### config.mk
export PLATFORM = sky130hd
export DESIGN_NAME = affine_cipher_mod37_unit
export DESIGN_NICKNAME = d
export VERILOG_FILES = /design/src/rtl/core/afc37_pkg.sv /design/src/rtl/core/afc37_xform.sv /design/src/rtl/core/affine_cipher_mod37_unit.sv
export SDC_FILE = /design/constraint.sdc
export NUM_CORES = 1
export LEC_CHECK = 0
export ABC_AREA = 1
export BUFFER_PORTS_ARGS = -buffer_cell sky130_fd_sc_hd__buf_2
export CAP_MARGIN = 5
export CORE_MARGIN = 4
export CORE_UTILIZATION = 45
export CTS_CLUSTER_DIAMETER = 100
export DETAILED_ROUTE_END_ITERATION = 6
export PLACE_DENSITY = 0.73
export REMOVE_ABC_BUFFERS = 1
export SYNTH_ARGS = -nofsm -noshare
export SYNTH_HDL_FRONTEND = slang
export SYNTH_SLANG_ARGS = --single-unit
### constraint.sdc
create_clock -name clk -period 21.7 [get_ports clk]
set_input_delay 4.34 -clock clk [delete_from_list [all_inputs] [get_ports clk]]
set_output_delay 4.34 -clock clk [all_outputs]
set_load 0.005 [all_outputs]
### src/rtl/core/afc37_pkg.sv
// ----------------------------------------------------------------------------
// afc37_pkg: shared types, constants and tables of the mod-37 affine cipher
// Symbol alphabet, register indexes, key set type and reduction tables.
// ----------------------------------------------------------------------------
package afc37_pkg;

	localparam int unsigned CHAR_W = 8;
	localparam int unsigned SYM_W  = 6;
	localparam int unsigned IDX_W  = 2;

	localparam logic [SYM_W-1:0] MODULUS     = 6'd37;
	localparam logic [SYM_W-1:0] SPACE_SYM   = 6'd10;
	localparam logic [SYM_W-1:0] LETTER_BASE = 6'd11;

	localparam logic [CHAR_W-1:0] ASCII_SPACE = 8'h20;
	localparam logic [CHAR_W-1:0] ASCII_ZERO  = 8'h30;
	localparam logic [CHAR_W-1:0] ASCII_NINE  = 8'h39;
	localparam logic [CHAR_W-1:0] ASCII_UA    = 8'h41;
	localparam logic [CHAR_W-1:0] ASCII_UZ    = 8'h5A;
	localparam logic [CHAR_W-1:0] ASCII_LA    = 8'h61;
	localparam logic [CHAR_W-1:0] ASCII_LZ    = 8'h7A;

	// register indexes on the configuration port
	localparam logic [IDX_W-1:0] REG_KEY_MULT = 2'd0;
	localparam logic [IDX_W-1:0] REG_KEY_ADD  = 2'd1;

	localparam logic [0:0] MODE_ENCRYPT = 1'b0;
	localparam logic [0:0] MODE_DECRYPT = 1'b1;

	// keys as the datapath sees them: already reduced mod 37
	typedef struct packed {
		logic [SYM_W-1:0] mult;
		logic [SYM_W-1:0] inv;
		logic [SYM_W-1:0] add;
	} key_set_t;

	// multiplicative inverses mod 37; entry 0 has none
	localparam logic [SYM_W-1:0] INV_TABLE [37] = '{
		6'd0,  6'd1,  6'd19, 6'd25, 6'd28, 6'd15, 6'd31, 6'd16, 6'd14, 6'd33,
		6'd26, 6'd27, 6'd34, 6'd20, 6'd8,  6'd5,  6'd7,  6'd24, 6'd35, 6'd2,
		6'd13, 6'd30, 6'd32, 6'd29, 6'd17, 6'd3,  6'd10, 6'd11, 6'd4,  6'd23,
		6'd21, 6'd6,  6'd22, 6'd9,  6'd12, 6'd18, 6'd36
	};

	// (h * 32) mod 37 for the upper bits h of an 11-bit sum (h at most 41)
	localparam logic [SYM_W-1:0] FOLD32_TABLE [42] = '{
		6'd0,  6'd32, 6'd27, 6'd22, 6'd17, 6'd12, 6'd7,  6'd2,  6'd34, 6'd29,
		6'd24, 6'd19, 6'd14, 6'd9,  6'd4,  6'd36, 6'd31, 6'd26, 6'd21, 6'd16,
		6'd11, 6'd6,  6'd1,  6'd33, 6'd28, 6'd23, 6'd18, 6'd13, 6'd8,  6'd3,
		6'd35, 6'd30, 6'd25, 6'd20, 6'd15, 6'd10, 6'd5,  6'd0,  6'd32, 6'd27,
		6'd22, 6'd17
	};

	// reduce a 6-bit value mod 37 with one compare and subtract
	function automatic logic [SYM_W-1:0] reduce37(input logic [SYM_W-1:0] v);
		reduce37 = (v >= MODULUS) ? (v - MODULUS) : v;
	endfunction

endpackage

### src/rtl/core/afc37_xform.sv
// ----------------------------------------------------------------------------
// afc37_xform: character transform of the mod-37 affine cipher
// Maps a byte to a symbol, applies the affine map or its inverse, maps back.
// ----------------------------------------------------------------------------
module afc37_xform (
	input  logic                          mode,
	input  logic [afc37_pkg::CHAR_W-1:0] char_in,
	input  afc37_pkg::key_set_t           keys,
	output logic [afc37_pkg::CHAR_W-1:0] char_out,
	output logic                          key_error
);

	logic [afc37_pkg::SYM_W-1:0] sym;
	logic [afc37_pkg::SYM_W-1:0] diff;
	logic [afc37_pkg::SYM_W-1:0] op_a;
	logic [afc37_pkg::SYM_W-1:0] op_b;
	logic [10:0]                 prod;
	logic [10:0]                 sum;
	logic [6:0]                  folded;
	logic [afc37_pkg::SYM_W-1:0] res;
	logic                        is_dec;

	assign is_dec = (mode == afc37_pkg::MODE_DECRYPT);

	always_comb begin
		priority if (char_in >= afc37_pkg::ASCII_ZERO && char_in <= afc37_pkg::ASCII_NINE) begin
			sym = afc37_pkg::SYM_W'(char_in - afc37_pkg::ASCII_ZERO);
		end else if (char_in >= afc37_pkg::ASCII_LA && char_in <= afc37_pkg::ASCII_LZ) begin
			sym = afc37_pkg::SYM_W'(char_in - afc37_pkg::ASCII_LA)
				+ afc37_pkg::LETTER_BASE;
		end else if (char_in >= afc37_pkg::ASCII_UA && char_in <= afc37_pkg::ASCII_UZ) begin
			sym = afc37_pkg::SYM_W'(char_in - afc37_pkg::ASCII_UA)
				+ afc37_pkg::LETTER_BASE;
		end else begin
			sym = afc37_pkg::SPACE_SYM;
		end
	end

	// (sym - add) mod 37, both below 37
	assign diff = (sym >= keys.add) ? (sym - keys.add)
		: (sym + afc37_pkg::MODULUS - keys.add);

	// one shared multiplier: sym * mult on encrypt, diff * inv on decrypt
	// (both operands below 37, so the product fits in 11 bits)
	assign op_a = is_dec ? diff : sym;
	assign op_b = is_dec ? keys.inv : keys.mult;
	assign prod = {5'd0, op_a} * {5'd0, op_b};
	assign sum  = prod + (is_dec ? 11'd0 : {5'd0, keys.add});

	// fold the upper bits through a table, then one correction step
	assign folded = {1'b0, afc37_pkg::FOLD32_TABLE[sum[10:5]]} + {2'b00, sum[4:0]};

	always_comb begin
		if (is_dec && keys.mult == '0) begin
			res = afc37_pkg::SPACE_SYM;
		end else if (folded >= {1'b0, afc37_pkg::MODULUS}) begin
			res = afc37_pkg::SYM_W'(folded - {1'b0, afc37_pkg::MODULUS});
		end else begin
			res = folded[afc37_pkg::SYM_W-1:0];
		end
	end

	assign key_error = is_dec && (keys.mult == '0);

	always_comb begin
		priority if (res < afc37_pkg::SPACE_SYM) begin
			char_out = afc37_pkg::ASCII_ZERO + {2'b00, res};
		end else if (res == afc37_pkg::SPACE_SYM) begin
			char_out = afc37_pkg::ASCII_SPACE;
		end else begin
			char_out = afc37_pkg::ASCII_UA + {2'b00, res - afc37_pkg::LETTER_BASE};
		end
	end

endmodule

### src/rtl/core/affine_cipher_mod37_unit.sv
// Path: an accepted item is written to the input register, then to the result
// register, and is presented on the master side from the result register.
// Throughput: one item per cycle while m_tready holds; the single 6x6 multiply
// between the input register and the result register sets no further limit.
// Reset (arst_n low, asynchronous): both stages empty, key_mult 1, key_add 0.
// ----------------------------------------------------------------------------
// affine_cipher_mod37_unit: streaming affine cipher over a 37-symbol alphabet
// Encrypts or decrypts one ASCII character per item with two keyed registers.
// ----------------------------------------------------------------------------
module affine_cipher_mod37_unit (
	input  logic                          clk,
	input  logic                          arst_n,
	// configuration write channel
	input  logic                          cfg_valid,
	output logic                          cfg_ready,
	input  logic [afc37_pkg::IDX_W-1:0]  cfg_index,
	input  logic [afc37_pkg::SYM_W-1:0]  cfg_data,
	// slave side
	input  logic                          s_tvalid,
	output logic                          s_tready,
	input  logic [7:0]                    s_tdata,   // [7:0] char_in
	input  logic [0:0]                    s_tuser,   // [0] mode
	// master side
	output logic                          m_tvalid,
	input  logic                          m_tready,
	output logic [7:0]                    m_tdata,   // [7:0] char_out
	output logic [0:0]                    m_tuser    // [0] key_error
);

	afc37_pkg::key_set_t          keys_q;
	logic [afc37_pkg::SYM_W-1:0]  wr_val;

	logic                         valid_s1;
	logic                         mode_s1;
	logic [afc37_pkg::CHAR_W-1:0] char_s1;

	logic                         valid_s2;
	logic [afc37_pkg::CHAR_W-1:0] char_s2;
	logic                         err_s2;

	logic                         adv_s2;
	logic                         adv_s1;
	logic [afc37_pkg::CHAR_W-1:0] char_x;
	logic                         err_x;

	// Configuration: always ready. Reduce the key once at write time and keep
	// the inverse beside it, so the per-item path sees clean symbols.
	assign cfg_ready = 1'b1;
	assign wr_val    = afc37_pkg::reduce37(cfg_data);

	always_ff @(posedge clk or negedge arst_n) begin
		if (!arst_n) begin
			keys_q.mult <= afc37_pkg::SYM_W'(1);
			keys_q.inv  <= afc37_pkg::SYM_W'(1);
			keys_q.add  <= '0;
		end else if (cfg_valid && cfg_ready) begin
			unique case (cfg_index)
				afc37_pkg::REG_KEY_MULT: begin
					keys_q.mult <= wr_val;
					keys_q.inv  <= afc37_pkg::INV_TABLE[wr_val];
				end
				afc37_pkg::REG_KEY_ADD: begin
					keys_q.add <= wr_val;
				end
				default: begin
					// drop writes to unknown indexes
				end
			endcase
		end
	end

	// Flow control: the result stage frees when empty or taken; the input
	// stage frees when empty or moving on. A full pipe keeps one item per cycle while m_tready holds.
	assign adv_s2   = !valid_s2 || m_tready;
	assign adv_s1   = !valid_s1 || adv_s2;
	assign s_tready = adv_s1;

	// input register
	always_ff @(posedge clk or negedge arst_n) begin
		if (!arst_n) begin
			valid_s1 <= 1'b0;
		end else if (adv_s1) begin
			valid_s1 <= s_tvalid;
		end
	end

	always_ff @(posedge clk) begin
		if (adv_s1 && s_tvalid) begin
			mode_s1 <= s_tuser[0];
			char_s1 <= s_tdata;
		end
	end

	afc37_xform u_xform (
		.mode      (mode_s1),
		.char_in   (char_s1),
		.keys      (keys_q),
		.char_out  (char_x),
		.key_error (err_x)
	);

	// result register
	always_ff @(posedge clk or negedge arst_n) begin
		if (!arst_n) begin
			valid_s2 <= 1'b0;
		end else if (adv_s2) begin
			valid_s2 <= valid_s1;
		end
	end

	always_ff @(posedge clk) begin
		if (adv_s2 && valid_s1) begin
			char_s2 <= char_x;
			err_s2  <= err_x;
		end
	end

	assign m_tvalid = valid_s2;
	assign m_tdata  = char_s2;
	assign m_tuser  = err_s2;

`ifndef SYNTHESIS
	// an error result always carries a space
	a_err_space: assert property (@(posedge clk) disable iff (!arst_n)
		m_tvalid && m_tuser[0] |-> m_tdata == afc37_pkg::ASCII_SPACE)
		else $error("key_error result without space character");

	// stored keys stay reduced
	a_keys_reduced: assert property (@(posedge clk) disable iff (!arst_n)
		keys_q.mult < afc37_pkg::MODULUS && keys_q.add < afc37_pkg::MODULUS)
		else $error("key register holds a value above 36");

	// the inverse is zero exactly when the multiplier is zero
	a_inv_zero: assert property (@(posedge clk) disable iff (!arst_n)
		(keys_q.mult == '0) == (keys_q.inv == '0))
		else $error("inverse key out of step with multiplier");

	// an accepted item occupies the input stage next cycle
	a_accept_s1: assert property (@(posedge clk) disable iff (!arst_n)
		s_tvalid && s_tready |=> valid_s1)
		else $error("accepted item lost before input stage");

	// a stalled input stage keeps its item
	a_s1_hold: assert property (@(posedge clk) disable iff (!arst_n)
		valid_s1 && !adv_s2 |=> valid_s1 && $stable(char_s1) && $stable(mode_s1))
		else $error("input stage changed while stalled");
`endif

endmodule
Word level (Yosys, flattened, before mapping)
Memory sizes are Yosys's and may differ from the RTL's. A register that Yosys moved wholly into a read port is not among the register bits.
Index checks and enable logic that the tools add are counted.
{"block": "op_classes", "eq_ne": 2, "n_addsub": 15, "n_mul": 1, "div": 0, "n_mux": 14, "bitwise": 2, "n_lt_le_gt_ge": 11, "n_reduce_logical": 15, "shift": 0}
{"operator": "$mux 6", "n": 12}
{"operator": "$sub 6x6->6 const B", "n": 4}
{"operator": "$ge 8x7->1 const B", "n": 2}
{"operator": "$le 8x7->1 const B", "n": 2}
{"operator": "$mux 8", "n": 2}
{"operator": "$not 6->7", "n": 2}
{"operator": "$add 6x4->6 const B", "n": 2}
{"operator": "$sub 6x6->6", "n": 2}
{"operator": "$add 11x11->11", "n": 1}
{"operator": "$mul 6x6->11", "n": 1}
{"operator": "$add 7x6->8 const A", "n": 1}
{"operator": "$ge 8x6->1 const B", "n": 1}
{"operator": "$le 8x6->1 const B", "n": 1}
{"operator": "$add 6x5->7", "n": 1}
{"operator": "$add 6x6->7 const A", "n": 1}
{"operator": "$ge 7x6->1 const B", "n": 1}
{"operator": "$ge 7x7->1 const B", "n": 1}
{"operator": "$add 6x6->6 const B", "n": 1}
{"operator": "$eq 6x4->1 const B", "n": 1}
{"operator": "$ge 6x6->1", "n": 1}
{"operator": "$ge 6x6->1 const B", "n": 1}
{"operator": "$logic_and 1x1->1", "n": 6}
{"operator": "$logic_not 6->1", "n": 1}
{"operator": "$lt 6x4->1 const B", "n": 1}
{"operator": "other kinds (7)", "n": 11}
{"block": "word_totals", "latchBits": 0, "romBits": 768, "regBits": 32, "input_bits": 22, "wordCells": 70, "n_memories": 2, "mem_bits_rw": 0}
{"name": "(no name shown)", "depth": 64, "word_bits": 6, "rd": 1, "rd_ports_with_merged_regs": 0, "wr": 0, "line_no": "afc37_xform.sv:51", "rtl": "assign folded = {1'b0, afc37_pkg::FOLD32_TABLE[sum[10:5]]} + {2'b00, sum[4:0]};"}
{"name": "(no name shown)", "depth": 64, "word_bits": 6, "rd": 1, "rd_ports_with_merged_regs": 1, "wr": 0, "line_no": "affine_cipher_mod37_unit.sv:60", "rtl": "keys_q.inv <= afc37_pkg::INV_TABLE[wr_val];"}

Logic depth before layout (Yosys ltp)
{"block": "depth", "ltp_word": 23, "depth_mapped": 72, "mapped_depth_nobuf": 72}

By module
A second synthesis with hierarchy kept.
{"block": "hier_totals", "cells_unflattened": 876, "area_unflattened_um2": 5998.3}
{"module": "afc37_xform", "n_inst": 1, "cells_each": 632, "seq_area_each_um2": 0.0, "area_each_um2": 3890.0}
{"module": "affine_cipher_mod37_unit", "n_inst": 1, "cells_each": 244, "seq_area_each_um2": 1043.5, "area_each_um2": 2108.3}

Worst setup path before layout
Ideal clock, no wire load.
{"block": "synth_timing", "kind": "register to register", "from": "reg char_s1[4] (netlist bit)", "to": "reg char_s2, in the netlist m_tdata[5] (data pin)", "arrival_time_ns": 9.474, "path_buffers": 0, "path_stages_with_launch": 63, "setup_slack_ns": 11.973, "path_cell_list": "edfxtp_1 -> ha_1 -> nand2_4 -> o21ai_4 -> nor2_2 -> nand2_1 -> inv_1 -> nor2_1 -> inv_1 -> nand2_1 -> ha_1 -> fa_1 -> inv_1 -> nand4_2 -> nand3_4 -> inv_2 -> o211ai_1 -> nand2_1 -> [... 27 more ...] -> inv_1 -> o21ai_0 -> nand3_4 -> nand2_4 -> inv_2 -> nor2_1 -> nor2_1 -> nand2_1 -> ha_1 -> inv_1 -> nand4_1 -> nand2_2 -> nor2_4 -> nand3_2 -> nor2_2 -> nand3_1 -> nand2_1 -> nor2_1"}
{"block": "synth_between", "elab_chain_cells": 23, "elab_cells_between_ends": 41}
{"element": "start: declaration", "line_no": "affine_cipher_mod37_unit.sv:35", "rtl": "logic [afc37_pkg::CHAR_W-1:0] char_s1;"}
{"element": "start signal: assignment", "line_no": "affine_cipher_mod37_unit.sv:90", "rtl": "char_s1 <= s_tdata;"}
{"element": "$sub 6x1->6, or another cell as far along", "line_no": "afc37_xform.sv:32", "rtl": "sym = afc37_pkg::SYM_W'(char_in - afc37_pkg::ASCII_UA)"}
{"element": "$add 6x4->6 or $logic_and 1x1->1 (tied branches)", "line_no": "afc37_xform.sv:33, afc37_xform.sv:31"}
{"element": "$mux 6", "line_no": "afc37_xform.sv:31", "rtl": "end else if (char_in >= afc37_pkg::ASCII_UA && char_in <= afc37_pkg::ASCII_UZ) begin"}
{"element": "$mux 6", "line_no": "afc37_xform.sv:28", "rtl": "end else if (char_in >= afc37_pkg::ASCII_LA && char_in <= afc37_pkg::ASCII_LZ) begin"}
{"element": "$mux 6 (*)", "line_no": "afc37_xform.sv:26", "rtl": "priority if (char_in >= afc37_pkg::ASCII_ZERO && char_in <= afc37_pkg::ASCII_NINE) begin"}
{"element": "$add 6x6->6", "line_no": "afc37_xform.sv:41", "rtl": ": (sym + afc37_pkg::MODULUS - keys.add);"}
{"element": "$sub 6x6->6", "line_no": "afc37_xform.sv:41"}
{"element": "$mux 6", "line_no": "afc37_xform.sv:40", "rtl": "assign diff = (sym >= keys.add) ? (sym - keys.add)"}
{"element": "[... 8 more ...]"}
{"element": "$sub 6x6->6 or $ge 7x6->1 (tied branches)", "line_no": "afc37_xform.sv:57, afc37_xform.sv:56"}
{"element": "$mux 6 (*)", "line_no": "afc37_xform.sv:56", "rtl": "end else if (folded >= {1'b0, afc37_pkg::MODULUS}) begin"}
{"element": "$mux 6 (*)", "line_no": "afc37_xform.sv:54", "rtl": "if (is_dec && keys.mult == '0) begin"}
{"element": "$sub 6x4->6", "line_no": "afc37_xform.sv:71", "rtl": "char_out = afc37_pkg::ASCII_UA + {2'b00, res - afc37_pkg::LETTER_BASE};"}
{"element": "$add 7x6->8", "line_no": "afc37_xform.sv:71"}
{"element": "$mux 8", "line_no": "afc37_xform.sv:68", "rtl": "end else if (res == afc37_pkg::SPACE_SYM) begin"}
{"element": "$mux 8 (*)", "line_no": "afc37_xform.sv:66", "rtl": "priority if (res < afc37_pkg::SPACE_SYM) begin"}
{"element": "named net char_x, one bit", "line_no": "affine_cipher_mod37_unit.sv:43", "rtl": "logic [afc37_pkg::CHAR_W-1:0] char_x;"}
{"element": "end signal: assignment", "line_no": "affine_cipher_mod37_unit.sv:113", "rtl": "char_s2 <= char_x;"}
{"element": "end: declaration", "line_no": "affine_cipher_mod37_unit.sv:38", "rtl": "logic [afc37_pkg::CHAR_W-1:0] char_s2;"}
The timed path passes the listed nets; every way through them passes the cells marked *. The select of a mux whose other input is x is not followed.
A chain may end at the register's enable or synchronous reset.

Worst setup path after layout
Same ends and word-level chain as after synthesis.

==> flow_summary.json <==
{
  "grt_max_degree": 27,
  "yosysSeqAreaShare": 0.179,
  "setup_ws_ns": 10.65,
  "setup_viol": 0,
  "max_stage_delay_ns": 0.57,
  "dieHeight_um": 122,
  "groute.usage.overall": 0.185,
  "critical_path.startpoint_type": "flip-flop",
  "critical_path.reg2reg.startpoint": "char_s1[4]$_DFFE_PP_",
  "report.final.slew_viol_count": 0,
  "tritoncts.num_buffers": 5,
  "run_status": "finished clean",
  "maxCapViolCount": 0,
  "syn_to_final_growth_pct": 8.25,
  "layout_commonest_cell": "sky130_fd_sc_hd__nand2_1",
  "path_class": "flip-flop to flip-flop",
  "drtIter0Drc": 486,
  "preCtsSetupSlack_ns": 10.73,
  "critPathMaxFanout": 8,
  "most_area_hungry_cell_type_in_the_yosys_netlist": "sky130_fd_sc_hd__ha_1",
  "crit_arrival_ns": 11.09,
  "post_cts_setup_repair_buffer_count": 0,
  "final_nets": 970,
  "setup.worst_path.end_class": "flip-flop",
  "timing.critical_path.from": "char_s1[4]$_DFFE_PP_",
  "io-pin-count": 34,
  "cts_buffer_depth": 2,
  "grt_remaining_overflow": 0,
  "buffer_ports.inserted": 32,
  "route.layer.met1.wl_um": 6100,
  "relative_slew_slack": 0.348,
  "worst_path_max_delay_cell": "sky130_fd_sc_hd__fa_1",
  "fp-row-count": 41,
  "synthesis.area_per_instance_um2": 7.08,
  "grt_pass1_wl_um": 23200,
  "finish.instance_area_um2": 6300,
  "maxUsedRoutingLayer": "met4",
  "fin_crit_ns": 11.05,
  "clock_sink_count": 38,
  "min_path_type": "flip-flop to flip-flop",
  "critical_path.most_common_cell": "sky130_fd_sc_hd__inv_1",
  "placed_area_um2": 6110,
  "tns_ns": 0,
  "postSynthRegisterBits": 38,
  "dr_wl_met3_um": 519,
  "worst_pin_slew_ns": 0.975,
  "design.die.area_um2": 14800,
  "antenna_violating_nets_post_route": 0,
  "worst_skew_pair.late_latency_ns": 0.28,
  "remaining_routing_drc_violations": 0,
  "routed_length_per_instance_um": 12.7,
  "grt_pass1_vias": 5086,
  "synthesis.yosys.warnings": 0,
  "required_time_of_the_critical_path_ns": 21.74,
  "synth.area.top_cells": "sky130_fd_sc_hd__ha_1, sky130_fd_sc_hd__nand2_1, sky130_fd_sc_hd__inv_1",
  "cts_hold_buffers": 0,
  "hold_wc_startpoint": "valid_s1$_DFFE_PN0N_",
  "clk_transition_reported_paths_ns": 0.06,
  "cts_tree": "built",
  "grt_antenna_before_repair": 0,
  "place.detailed.hpwl_um": 10500,
  "drive_above_1_share": 0.113,
  "max_freq_mhz": 90.5,
  "clock_tree_skew_after_final_layout_ns": 0.00700,
  "wl_met2_um": 6140,
  "wl_um": 12900,
  "via_count": 5285,
  "grt_setup_unrepaired": "no",
  "mostFrequentLayoutCells": "sky130_fd_sc_hd__nand2_1, sky130_fd_sc_hd__inv_1, sky130_fd_sc_hd__ha_1, sky130_fd_sc_hd__nor2_1, sky130_fd_sc_hd__o21ai_0",
  "finish.utilization": 0.500,
  "layout.filler_cells": 1279,
  "starting_density_of_the_core": 0.461,
  "postCtsResizedCells": 0,
  "h-tree-depth": 2,
  "netlist_area_um2": 5820,
  "post_detailed_route_via_to_cell_ratio": 5.18,
  "dieWidth_um": 122,
  "clock_tree_root_buffer_cell": "sky130_fd_sc_hd__clkbuf_16",
  "core_um2": 12600,
  "gpl.final_weighted_congestion": 0.968,
  "drtPass1Iterations": 5,
  "synth.top_cell.area_share": 0.165,
  "min_period_over_period": 0.509,
  "final_hold_viol_count": 0,
  "antenna_cells_inserted": 0,
  "synthesis.instances": 823,
  "netlist-cell-type-count": 54
}
## worst paths after layout
path                                          endpoint  slack, ns  cells after the start
max in group asynchronous        keys_q[6]$_DFFE_PN1P_      17.33                      1
min in group asynchronous       keys_q[14]$_DFFE_PN0P_       4.01                      1
worst max register to register    m_tdata[5]$_DFFE_PP_      10.65                     56
worst min register to register    m_tvalid$_DFFE_PN0P_       0.48                      2
worst min-delay path              m_tvalid$_DFFE_PN0P_       0.48                      2
worst max-delay path              m_tdata[5]$_DFFE_PP_      10.65                     56
## critical path, delay by kind of cell (launching register included)
kind                     cells  cell delay [ns]
AND/OR/NAND/NOR             22             2.41
flip-flops                   1             0.46
buffers and inverters       10             0.83
adder cells (fa/ha/maj)     12             4.65
AO/OA/AOI/OAI               10             1.83
XOR/XNOR                     2             0.61
## cells by family (layout without fill, tap and decap cells)
logic type,count (synthesis),after routing,synth area share
other,1,1,0.000644
buffers and inverters,173,198,0.116
XOR/XNOR,26,26,0.0404
flip-flops,38,38,0.179
AO/OA/AOI/OAI,137,137,0.137
AND/OR/NAND/NOR,347,347,0.278
adder cells (fa/ha/maj),101,101,0.248
## per-stage QoR
stage,std cells,hold slack (ns)
after detailed placement,1012,0.469
final,1020,0.482
after CTS,1020,0.485
after floorplan,808,0.447
after global placement,1012,0.460
after global routing,1020,0.513
## Yosys cell counts (all sizes together)
master	instances
clkinv	3
buf	6
a32o	1
clkbuf	9
xnor2	7
o32ai	1
nand2	186
inv	155
dfrtp	18
o221ai	2
o211ai	10
o31ai	1
edfxtp	18
o22ai	4
o22a	1
o311ai	3
a211oi	1
and2	1
nor2	74
nor4	1
o2111ai	2
nand3	61
a31oi	2
a21oi	38
a21boi	1
fa	24
dfstp	2
a2111oi	1
xor2	19
a21o	1
o21ai	65
nor3	4
nand4	16
or2	4
ha	77
conb	1
o21a	3
## metal layers
layer | vias up | GRT usage
li1 | 2706 | -
met1 | 2397 | 0.258
met2 | 163 | 0.313
met3 | 19 | 0.0153
met4 | 0 | 0.0476
met5 | - | 0
## state kept, by name, indices dropped and copies added (netlist names)
| signal | count |
|---|---|
| keys_q | 18 |
| char_s1 | 8 |
| m_tdata | 8 |
| m_tuser | 1 |
| m_tvalid | 1 |
| mode_s1 | 1 |
| valid_s1 | 1 |
## layout make-up
type	count	area [um2]	area share
Multi-Input combinational cell	612	4100	0.651
Tap cell	172	215	0.0341
Clock inverter	2	38.8	0.00615
Clock buffer	6	150	0.0238
Sequential cell	38	1040	0.166
Timing Repair Buffer	32	160	0.0254
Inverter	158	593	0.0941
Power is left out: the tool's default activity adds up to more than one toggle a clock period on the data nets, which glitch-free logic cannot reach.
